### config.mk
export PLATFORM = sky130hd
export DESIGN_NAME = tics_queue
export DESIGN_NICKNAME = d
export VERILOG_FILES = /design/src/hdl/tabulated_inverse_cdf_sampler_defines.svh /design/src/hdl/tics_pkg.sv /design/src/hdl/tics_queue.sv
export SDC_FILE = /design/constraint.sdc
export NUM_CORES = 1
export LEC_CHECK = 0
export BUFFER_PORTS_ARGS = -buffer_cell sky130_fd_sc_hd__buf_2
export CAP_MARGIN = 20
export CORE_MARGIN = 2
export CORE_UTILIZATION = 30
export DETAILED_ROUTE_END_ITERATION = 7
export PLACE_DENSITY_LB_ADDON = 0.2
export SLEW_MARGIN = 0
export SYNTH_ARGS = -nofsm -noshare
export SYNTH_HDL_FRONTEND = slang
export SYNTH_SLANG_ARGS = --single-unit
### constraint.sdc
create_clock -name clock -period 2.92 [get_ports clock]
set_clock_uncertainty 0.05 [all_clocks]
set_input_delay 0.292 -clock clock [delete_from_list [all_inputs] [get_ports clock]]
set_output_delay 0.292 -clock clock [all_outputs]
set_load 0.05 [all_outputs]
### src/hdl/tabulated_inverse_cdf_sampler_defines.svh
// Assertion macros used by the tabulated inverse-CDF sampler top level.
`ifndef TABULATED_INVERSE_CDF_SAMPLER_DEFINES_SVH
`define TABULATED_INVERSE_CDF_SAMPLER_DEFINES_SVH

// same-cycle implication, checked on clock, off while reset is high
`define TICS_ASSERT_IMP(label, ante, cons) \
   label: assert property (@(posedge clock) disable iff (reset) (ante) |-> (cons)) \
      else $error("tics: same-cycle check failed");

// next-cycle implication
`define TICS_ASSERT_NXT(label, ante, cons) \
   label: assert property (@(posedge clock) disable iff (reset) (ante) |=> (cons)) \
      else $error("tics: next-cycle check failed");

`endif

### src/hdl/tics_pkg.sv
// Types and constants shared by the tabulated inverse-CDF sampler modules.
`default_nettype none
package tics_pkg;

   localparam int MOM_W      = 24;
   localparam int WEIGHT_W   = 16;
   localparam int FRAC_W     = 16;
   localparam int CUM_W      = 24;
   localparam int BIN_W      = 8;
   localparam int THRESH_W   = CUM_W + FRAC_W;
   localparam int DIFF_W     = MOM_W + 1;
   localparam int PROD_W     = DIFF_W + FRAC_W + 1;

   localparam int REQ_DATA_W = 72;
   localparam int REQ_USER_W = 3;
   localparam int RSP_DATA_W = 32;
   localparam int RSP_USER_W = 1;

   localparam int USER_ACTION_BIT  = 0;
   localparam int USER_SEL_BIT     = 1;
   localparam int USER_RESTART_BIT = 2;

   localparam logic ACT_LOAD   = 1'b0;
   localparam logic ACT_SAMPLE = 1'b1;

   localparam int QUEUE_DEPTH = 2;
   localparam int QPTR_W      = $clog2(QUEUE_DEPTH);
   localparam int QCNT_W      = $clog2(QUEUE_DEPTH + 1);

   typedef enum logic [1:0] {
      CMD_LOAD,
      CMD_SAMPLE,
      CMD_NULL_SAMPLE
   } cmd_kind_type;

   typedef struct packed {
      cmd_kind_type              kind;
      logic                      sel;
      logic                      restart;
      logic signed [MOM_W-1:0]   momentum;
      logic [WEIGHT_W-1:0]       weight;
      logic [FRAC_W-1:0]         pick;
      logic [FRAC_W-1:0]         place;
   } cmd_type;

   typedef enum logic [2:0] {
      ST_IDLE,
      ST_THRESH,
      ST_SEARCH,
      ST_FETCH,
      ST_DIFF,
      ST_MUL,
      ST_EMIT
   } back_state_type;

endpackage
`default_nettype wire

### src/hdl/tics_queue.sv
// Short command queue between the front and back ends.
`default_nettype none
module tics_queue (
   input  wire logic              clock,
   input  wire logic              reset,
   input  wire logic              push_valid,
   output logic                   push_ready,
   input  wire tics_pkg::cmd_type push_cmd,
   output logic                   pop_valid,
   input  wire logic              pop_ready,
   output tics_pkg::cmd_type      pop_cmd
);
   import tics_pkg::*;

   cmd_type             entry_ff [QUEUE_DEPTH];
   logic [QPTR_W-1:0]   wr_ptr_ff, wr_ptr_in;
   logic [QPTR_W-1:0]   rd_ptr_ff, rd_ptr_in;
   logic [QCNT_W-1:0]   count_ff, count_in;
   logic                do_push, do_pop;

   always_comb begin
      push_ready = count_ff != QCNT_W'(QUEUE_DEPTH);
      pop_valid  = count_ff != '0;
      pop_cmd    = entry_ff[rd_ptr_ff];
      do_push    = push_valid && push_ready;
      do_pop     = pop_valid && pop_ready;

      wr_ptr_in = wr_ptr_ff;
      rd_ptr_in = rd_ptr_ff;
      count_in  = count_ff;
      if (do_push) begin
         wr_ptr_in = (wr_ptr_ff == QPTR_W'(QUEUE_DEPTH - 1)) ? '0 : wr_ptr_ff + 1'b1;
      end
      if (do_pop) begin
         rd_ptr_in = (rd_ptr_ff == QPTR_W'(QUEUE_DEPTH - 1)) ? '0 : rd_ptr_ff + 1'b1;
      end
      if (do_push && !do_pop) begin
         count_in = count_ff + 1'b1;
      end else if (do_pop && !do_push) begin
         count_in = count_ff - 1'b1;
      end
   end

   always_ff @(posedge clock) begin
      if (reset) begin
         wr_ptr_ff <= '0;
         rd_ptr_ff <= '0;
         count_ff  <= '0;
      end else begin
         wr_ptr_ff <= wr_ptr_in;
         rd_ptr_ff <= rd_ptr_in;
         count_ff  <= count_in;
      end
   end

   always_ff @(posedge clock) begin
      if (do_push) begin
         entry_ff[wr_ptr_ff] <= push_cmd;
      end
   end

endmodule
`default_nettype wire

==> results.json <==
{
  "cts.hold.buffers_added": 60,
  "worst_hold_path_type": "in2reg",
  "io_pins": 158,
  "yosys.area_share.adder": 0.00219,
  "cts_setup_buffers": 0,
  "p_leak_nw": 2.99,
  "final-setup-viol-count": 0,
  "cts_tree": "done",
  "antenna_cells": 0,
  "grt_pass1_vias": 3333,
  "slowest_delay_ns": 0.64,
  "final_nets": 576,
  "dieArea_um2": 20200,
  "min_period_over_period": 0.791,
  "path_clk_slew_ns": 0.06,
  "crit_chain": "buf_4 > mux2_2 > buf_2",
  "criticalPathCategory": "reg2out",
  "worstPathRequired_ns": 2.58,
  "grt_overflow": 0,
  "drv_cap": 0,
  "start_kind": "flop",
  "ir_worst_vdd_mv": 0.477,
  "rsz0062_at_grt": "false",
  "clk-insertion-delay-late_ns": 0.41,
  "syn_avg_cell_area_um2": 22.0,
  "max_slew_margin": 0.651,
  "synth-simple-area-share": 0.00876,
  "final_cell_mix": "buf_2 (157), edfxtp_1 (152), mux2_2 (76), dlygate4sd3_1 (62), clkbuf_16 (17)",
  "setup_tns_ns": 0,
  "post-route-util": 0.429,
  "worst_setup_path_end_kind": "output pin",
  "routed_wl_um": 11400,
  "placed_cell_area_um2": 6810,
  "r2r_slack_ns": 1.05,
  "dp.cells": 648,
  "finalNonFillerCells": 742,
  "synth-seq-area-share": 0.817,
  "crit_fanout": 31,
  "tightestPinTransition_ns": 0.524,
  "outcome": "finished, final reports clean",
  "post_cts_resized": 0,
  "cp.buffers_inverters": 2,
  "slew_violations": 0,
  "hold_viol": 0,
  "core_um2": 18700,
  "grt_pass1_wl_um": 17500,
  "critical_path.top_delay_family": "flip-flops",
  "drt_iter0_markers": 140,
  "htreeDepth": 4,
  "drive_gt1_frac": 0.537,
  "hp-start": "push_cmd[71]",
  "ctsRootBufferMaster": "clkbuf_16",
  "wl_per_cell_um": 15.3,
  "synth-seq-cells": 157,
  "synth.area.top_cells": "edfxtp_1 (80%), mux2_2 (15%), dfxtp_1 (1.8%)",
  "gp_congestion": 0.666,
  "grt_max_degree": 77,
  "synth_top_family_by_area": "multiplexers",
  "die_w_um": 142,
  "cts_buffer_depth": 2,
  "synth-xor-area-share": 0.00460,
  "dp_hpwl_um": 6980,
  "reg2reg_from": "count_ff[0]",
  "cts_sinks": 157,
  "cp.arrival_ns": 1.97,
  "initial_core_util": 0.305,
  "yosysWarnings": 0,
  "synth_area_um2": 5710,
  "timing.fmax_mhz": 433,
  "synth_compound_area_frac": 0.00526,
  "grt_antenna_before_repair": 0,
  "io_buffers": 157,
  "post-route-min-period_ns": 2.31,
  "std_cell_rows": 50,
  "syn_to_final_growth_pct": 40.5,
  "drc": 0,
  "synthCells": 260,
  "pre_cts_ws_ns": 1.01,
  "ant_nets": 0,
  "setup_slack_ns": 0.611,
  "postLayoutCellArea_um2": 8030,
  "vias": 3200,
  "synthMuxAreaShare": 0.150,
  "drt_pass1_iterations": 4,
  "drt-vias-per-instance": 4.31,
  "cts_made_buffers": 17,
  "syn-num-nets": 341,
  "yosysTopAreaCell": "edfxtp_1",
  "mostFrequentLayoutCell": "buf_2",
  "slowest_stage": "dfxtp_4",
  "grtUsageTotal": 0.116,
  "power_density_nw_per_um2": 960,
  "die_h_um": 142,
  "synth_cell_types": 19,
  "synth_top_area_share": 0.799
}
-- synthesized netlist by cell type, drive strengths merged --
cell type / count
edfxtp: 152
ha: 1
o21ai: 2
inv: 1
nand3b: 1
xor2: 3
buf: 8
and2: 1
mux2: 76
or3: 1
a21oi: 2
and3: 1
nor2: 3
nand2b: 1
a21bo: 1
or2: 1
dfxtp: 5
-- final cells by class --
cell class | count | area (um^2)
clock buffers | 17 | 425
clock inverters | 15 | 170
fillers | 1708 | 10700
inverters | 1 | 7.51
multi-input cells | 94 | 980
flip-flops and latches | 157 | 4670
well taps | 234 | 293
repair buffers | 224 | 1480
-- state kept, by name, summed over array words and instances, names as in the netlist, named ones only --
signal and cells:
count_ff 2, entry_ff 152, rd_ptr_ff 1, wr_ptr_ff 1
-- routing by layer --
layer  global-route usage  up-vias  part of all wire
li1                     -     1509                 -
met4               0.0511        0             0.017
met3               0.0353       16             0.050
met5                    0        -                 0
met1                0.147     1571              0.46
met2                0.185      104              0.47
-- logic make-up (layout without fill, tap and decap cells) --
group,after synthesis,after routing
mux,76,76
compound gates,5,5
flops,157,157
buf+inv,9,257
xor+xnor,3,3
simple gates,9,9
fa+ha+maj,1,1
-- power by group --
part	total, mW	internal [mW]	switching (mW)
clock	2.21	1.34	0.873
sequential	2.94	2.82	0.128
combinational	2.55	0.753	1.80
-- final timing paths --
path	cells past startpoint	to
max reg2reg	3	entry_ff[1][65]
min	1	entry_ff[0][71]
max	3	pop_cmd[2]
min reg2reg	2	flop
-- metrics by stage --
stage                     hold WS, ns  power, mW
final                          0.0244       7.71
after CTS                   0.0000331       7.83
after floorplan                 0.311       4.94
after global routing          0.00194       8.04
after global placement          0.428       5.48
after detailed placement        0.433       5.51
-- worst reg2reg max path: stages (launching register included) --
cell and delay (ns):
dfxtp_1 0.40, nand2b_1 0.22, and3_4 0.56, buf_12 0.30
Note: power is estimated with default switching activity, not from simulation.
