$ cat src/hdl/tabulated_inverse_cdf_sampler_defines.svh
// Assertion macros used by the tabulated inverse-CDF sampler top level.
`ifndef TABULATED_INVERSE_CDF_SAMPLER_DEFINES_SVH
`define TABULATED_INVERSE_CDF_SAMPLER_DEFINES_SVH

// same-cycle implication, checked on clock, off while reset is high
`define TICS_ASSERT_IMP(label, ante, cons) \
   label: assert property (@(posedge clock) disable iff (reset) (ante) |-> (cons)) \
      else $error("tics: same-cycle check failed");

// next-cycle implication
`define TICS_ASSERT_NXT(label, ante, cons) \
   label: assert property (@(posedge clock) disable iff (reset) (ante) |=> (cons)) \
      else $error("tics: next-cycle check failed");

`endif

$ cat src/hdl/tics_pkg.sv
// Types and constants shared by the tabulated inverse-CDF sampler modules.
`default_nettype none
package tics_pkg;

   localparam int MOM_W      = 24;
   localparam int WEIGHT_W   = 16;
   localparam int FRAC_W     = 16;
   localparam int CUM_W      = 24;
   localparam int BIN_W      = 8;
   localparam int THRESH_W   = CUM_W + FRAC_W;
   localparam int DIFF_W     = MOM_W + 1;
   localparam int PROD_W     = DIFF_W + FRAC_W + 1;

   localparam int REQ_DATA_W = 72;
   localparam int REQ_USER_W = 3;
   localparam int RSP_DATA_W = 32;
   localparam int RSP_USER_W = 1;

   localparam int USER_ACTION_BIT  = 0;
   localparam int USER_SEL_BIT     = 1;
   localparam int USER_RESTART_BIT = 2;

   localparam logic ACT_LOAD   = 1'b0;
   localparam logic ACT_SAMPLE = 1'b1;

   localparam int QUEUE_DEPTH = 2;
   localparam int QPTR_W      = $clog2(QUEUE_DEPTH);
   localparam int QCNT_W      = $clog2(QUEUE_DEPTH + 1);

   typedef enum logic [1:0] {
      CMD_LOAD,
      CMD_SAMPLE,
      CMD_NULL_SAMPLE
   } cmd_kind_type;

   typedef struct packed {
      cmd_kind_type              kind;
      logic                      sel;
      logic                      restart;
      logic signed [MOM_W-1:0]   momentum;
      logic [WEIGHT_W-1:0]       weight;
      logic [FRAC_W-1:0]         pick;
      logic [FRAC_W-1:0]         place;
   } cmd_type;

   typedef enum logic [2:0] {
      ST_IDLE,
      ST_THRESH,
      ST_SEARCH,
      ST_FETCH,
      ST_DIFF,
      ST_MUL,
      ST_EMIT
   } back_state_type;

endpackage
`default_nettype wire

$ cat src/hdl/tics_front.sv
// Front end: takes requests, decodes them into commands and hands them to the queue.
`default_nettype none
module tics_front #(
   parameter int NUM_TABLES = 2
) (
   input  wire logic                              clock,
   input  wire logic                              reset,
   input  wire logic                              req_tvalid,
   output logic                                   req_tready,
   input  wire logic [tics_pkg::REQ_DATA_W-1:0]   req_tdata,
   input  wire logic [tics_pkg::REQ_USER_W-1:0]   req_tuser,
   output logic                                   push_valid,
   input  wire logic                              push_ready,
   output tics_pkg::cmd_type                      push_cmd
);
   import tics_pkg::*;

   logic    valid_ff, valid_in;
   cmd_type cmd_ff, cmd_in;
   logic    sel_ok;
   logic    keep;
   logic    take;

   always_comb begin
      sel_ok = (NUM_TABLES > 1) || (req_tuser[USER_SEL_BIT] == 1'b0);

      cmd_in.sel      = req_tuser[USER_SEL_BIT];
      cmd_in.restart  = req_tuser[USER_RESTART_BIT];
      cmd_in.momentum = req_tdata[MOM_W-1:0];
      cmd_in.weight   = req_tdata[MOM_W +: WEIGHT_W];
      cmd_in.pick     = req_tdata[MOM_W+WEIGHT_W +: FRAC_W];
      cmd_in.place    = req_tdata[MOM_W+WEIGHT_W+FRAC_W +: FRAC_W];

      if (req_tuser[USER_ACTION_BIT] == ACT_LOAD) begin
         cmd_in.kind = CMD_LOAD;
      end else if (sel_ok) begin
         cmd_in.kind = CMD_SAMPLE;
      end else begin
         cmd_in.kind = CMD_NULL_SAMPLE;
      end

      // loads to a table that does not exist are dropped here
      keep = (req_tuser[USER_ACTION_BIT] == ACT_SAMPLE) || sel_ok;

      req_tready = !valid_ff || push_ready;
      take       = req_tvalid && req_tready;
      valid_in   = req_tready ? (req_tvalid && keep) : valid_ff;
   end

   always_ff @(posedge clock) begin
      if (reset) begin
         valid_ff <= 1'b0;
      end else begin
         valid_ff <= valid_in;
      end
   end

   always_ff @(posedge clock) begin
      if (take) begin
         cmd_ff <= cmd_in;
      end
   end

   assign push_valid = valid_ff;
   assign push_cmd   = cmd_ff;

endmodule
`default_nettype wire

$ cat config.mk
export PLATFORM = sky130hd
export DESIGN_NAME = tics_front
export DESIGN_NICKNAME = d
export VERILOG_FILES = /design/src/hdl/tabulated_inverse_cdf_sampler_defines.svh /design/src/hdl/tics_pkg.sv /design/src/hdl/tics_front.sv
export SDC_FILE = /design/constraint.sdc
export NUM_CORES = 1
export LEC_CHECK = 0
export BUFFER_PORTS_ARGS = -buffer_cell sky130_fd_sc_hd__buf_2
export CORE_AREA = 8 8 115 85
export CTS_CLUSTER_DIAMETER = 30
export DETAILED_ROUTE_END_ITERATION = 10
export DIE_AREA = 0 0 123 93
export SLEW_MARGIN = 20
export SYNTH_ARGS = -nofsm -noshare
export SYNTH_HDL_FRONTEND = slang
export SYNTH_SLANG_ARGS = --single-unit
$ cat constraint.sdc
create_clock -name clock -period 1.45 [get_ports clock]
set_input_delay 0.29 -clock clock [delete_from_list [all_inputs] [get_ports clock]]
set_output_delay 0.29 -clock clock [all_outputs]
set_load 0.02 [all_outputs]
==> qor.yml <==
outcome:
  status: "completed"
sta:
  maxSlewViolCount: 0
  setup_slack_ns: 0.256
  fin_crit_sh: 0.823
  whs_ns: 0.109
  finalSetupViolCount: 0
  rsz0062_at_grt: "false"
  max_clock_freq_mhz: 838
  finalSetupTns_ns: 0
  min_period_ns: 1.19
  fin_worst_skew_ns: 0.00729
  hold_viol: 0
drt:
  drt_wl_total_um: 6070
  wl_per_cell_um: 16.9
  num_vias: 1397
  drtAntennaViolNets: 0
  drc_errors: 0
  viasPerCell: 3.88
  drt_iter0_markers: 38
  drtPass1Iterations: 4
cts:
  path_clk_slew_ns: 0.06
  clock_latency_ns: 0.32
  holdBufCountCts: 0
  cts_tree: "yes"
  root_buffer: "clkbuf_16"
  cts_max_path_buffers: 2
  post_cts_resized: 0
  cts_sinks: 76
  cts_setup_buffers: 0
  htree_levels: 3
  cts_inserted_buffers: 9
logic_synthesis:
  netlist_top_cells_area: "edfxtp_1 97%, dfxtp_1 0.86%, nand2b_4 0.59%, a21oi_2 0.38%, and2_4 0.38%"
  synth-xor-area-share: 0
  synthDistinctLibCells: 8
  synth-async-reset-ratio: 0
  synthSimpleGateAreaFrac: 0.00971
  synth_compound_area_frac: 0.00378
  synth_ff_type: "edfxtp_1"
  yosysTopAreaCellShare: 0.971
  synth_seq_cells: 76
  yosys_warnings: 0
  syn-instance-count: 82
  synthAdderAreaFrac: 0
  syn_area_um2: 2320
  ys_seq_area_frac: 0.980
  synth_edf_count: 75
  synth_top_family_by_area: "simple AND/OR/NAND/NOR gates"
  yosys.area.top_type: "edfxtp_1"
  synthMuxAreaShare: 0
  avgSynthCellArea_um2: 28.3
  synth_nets: 161
  synth.most_common_cell: "edfxtp_1"
critical_path:
  reg2reg_slack_ns: 0.26
  rr_startpoint: "push_valid"
  worstReg2RegEnd: "push_cmd[18]"
  critPathKind: "flop to flop"
  arrival_ns: 1.21
  path_cells: "nand2b_4 > and2_4 > buf_12"
  slowest_stage: "dfxtp_4"
  reg2regPathDepth: 3
  end_kind: "flop"
  cp-start-kind: "flop"
  max_stage_delay_ns: 0.35
  crit_required_ns: 1.47
  path_max_fanout: 30
die:
  dieWidth_um: 123
  core-area_um2: 8130
  core.rowCount: 28
  dieArea_um2: 11400
  io-pin-count: 157
  start_util: 0.285
  die_y_um: 93
final_layout:
  area_delta_synth_final_pct: 53.9
  fin_area_um2: 3570
  num_antenna_cells: 0
  fill_cells: 752
  layout.nets: 329
  final_cells: 360
  utilization: 0.439
  drive_above_1_share: 0.694
pwr:
  vdd_drop_max_mv: 0.802
  cellLeakagePower_nw: 1.53
  design_power_total_mw: 5.26
  powerDensity_nw_per_um2: 1470
global_route:
  overflow: 0
  grt_usage: 0.109
  grt_pass1_vias: 1635
  grt_pass1_wl_um: 9190
  grt_start_max_net_pins: 32
  antenna_found_initial: 0
worst_hold_path:
  hp-start: "reset"
  hold_end: "push_valid"
  hp-class: "input pin to flop"
  whs_path_depth: 2
placement:
  place_congestion: 0.692
  post-dp-hpwl_um: 4850
  dp_cells: 344
  port_buffers: 155
  place_area_um2: 3270
  dp_slack_ns: 0.170
run:
  drv_cap: 0
-- flip-flops by register name, indices dropped and copies added, names as in the netlist --
signal	flops
push_cmd	75
push_valid	1
-- logic make-up after synthesis --
logic type,Yosys count
AO/OA/AOI/OAI,1
buffers and inverters,2
flip-flops,76
other,1
AND/OR/NAND/NOR,2
-- critical path, delay by kind of cell, from the launching register on --
| kind | cells | cell delay, ns |
|---|---|---|
| AND/OR/NAND/NOR | 2 | 0.30 |
| buffers and inverters | 1 | 0.22 |
| flip-flops | 1 | 0.35 |
-- area by class of cell --
type                       count  area [um2]  area share
clock buffer                   9         225      0.0631
clock inverter                 7        73.8      0.0207
inverter                       1        3.75     0.00105
multi-input combinational      4        35.0     0.00982
sequential                    76        2280       0.638
tap                          105         131      0.0368
timing repair buffer         158         823       0.231
-- layer usage --
| layer | global-route usage | vias to the layer above | share of wire |
|---|---|---|---|
| met5 | 0 | - | 0 |
| met3 | 0.101 | 7 | 0.17 |
| met4 | 0.0310 | 0 | 0.011 |
| met1 | 0.112 | 636 | 0.38 |
| li1 | - | 659 | - |
| met2 | 0.157 | 95 | 0.44 |
-- power breakdown --
group	internal [mW]	total (mW)	switching, mW
registers	2.57	2.59	0.0280
clock network	1.34	2.19	0.852
logic	0.174	0.471	0.297
-- cells in the final DEF (no fill, tap or decap) --
cell type and instances:
bufinv_16 1, inv_1 1, dfxtp_4 1, clkinvlp_4 3
a21oi_2 1, buf_4 1, buf_2 155, clkinv_1 1
conb_1 1, buf_12 2, inv_6 2, clkbuf_16 9
nand2b_4 1, and2_4 1, edfxtp_1 75
-- worst max-delay path by stage --
stage                     slack (ns)  startpoint            to
after floorplan                -0.03  push_valid   push_cmd[0]
after global placement          0.19  push_ready   push_cmd[1]
after detailed placement        0.17  push_ready  push_cmd[73]
after CTS                       0.23  push_valid    req_tready
after global routing            0.19  push_valid  push_cmd[61]
final                           0.26  push_valid  push_cmd[18]
No activity file was read; power rests on OpenSTA's default activity.
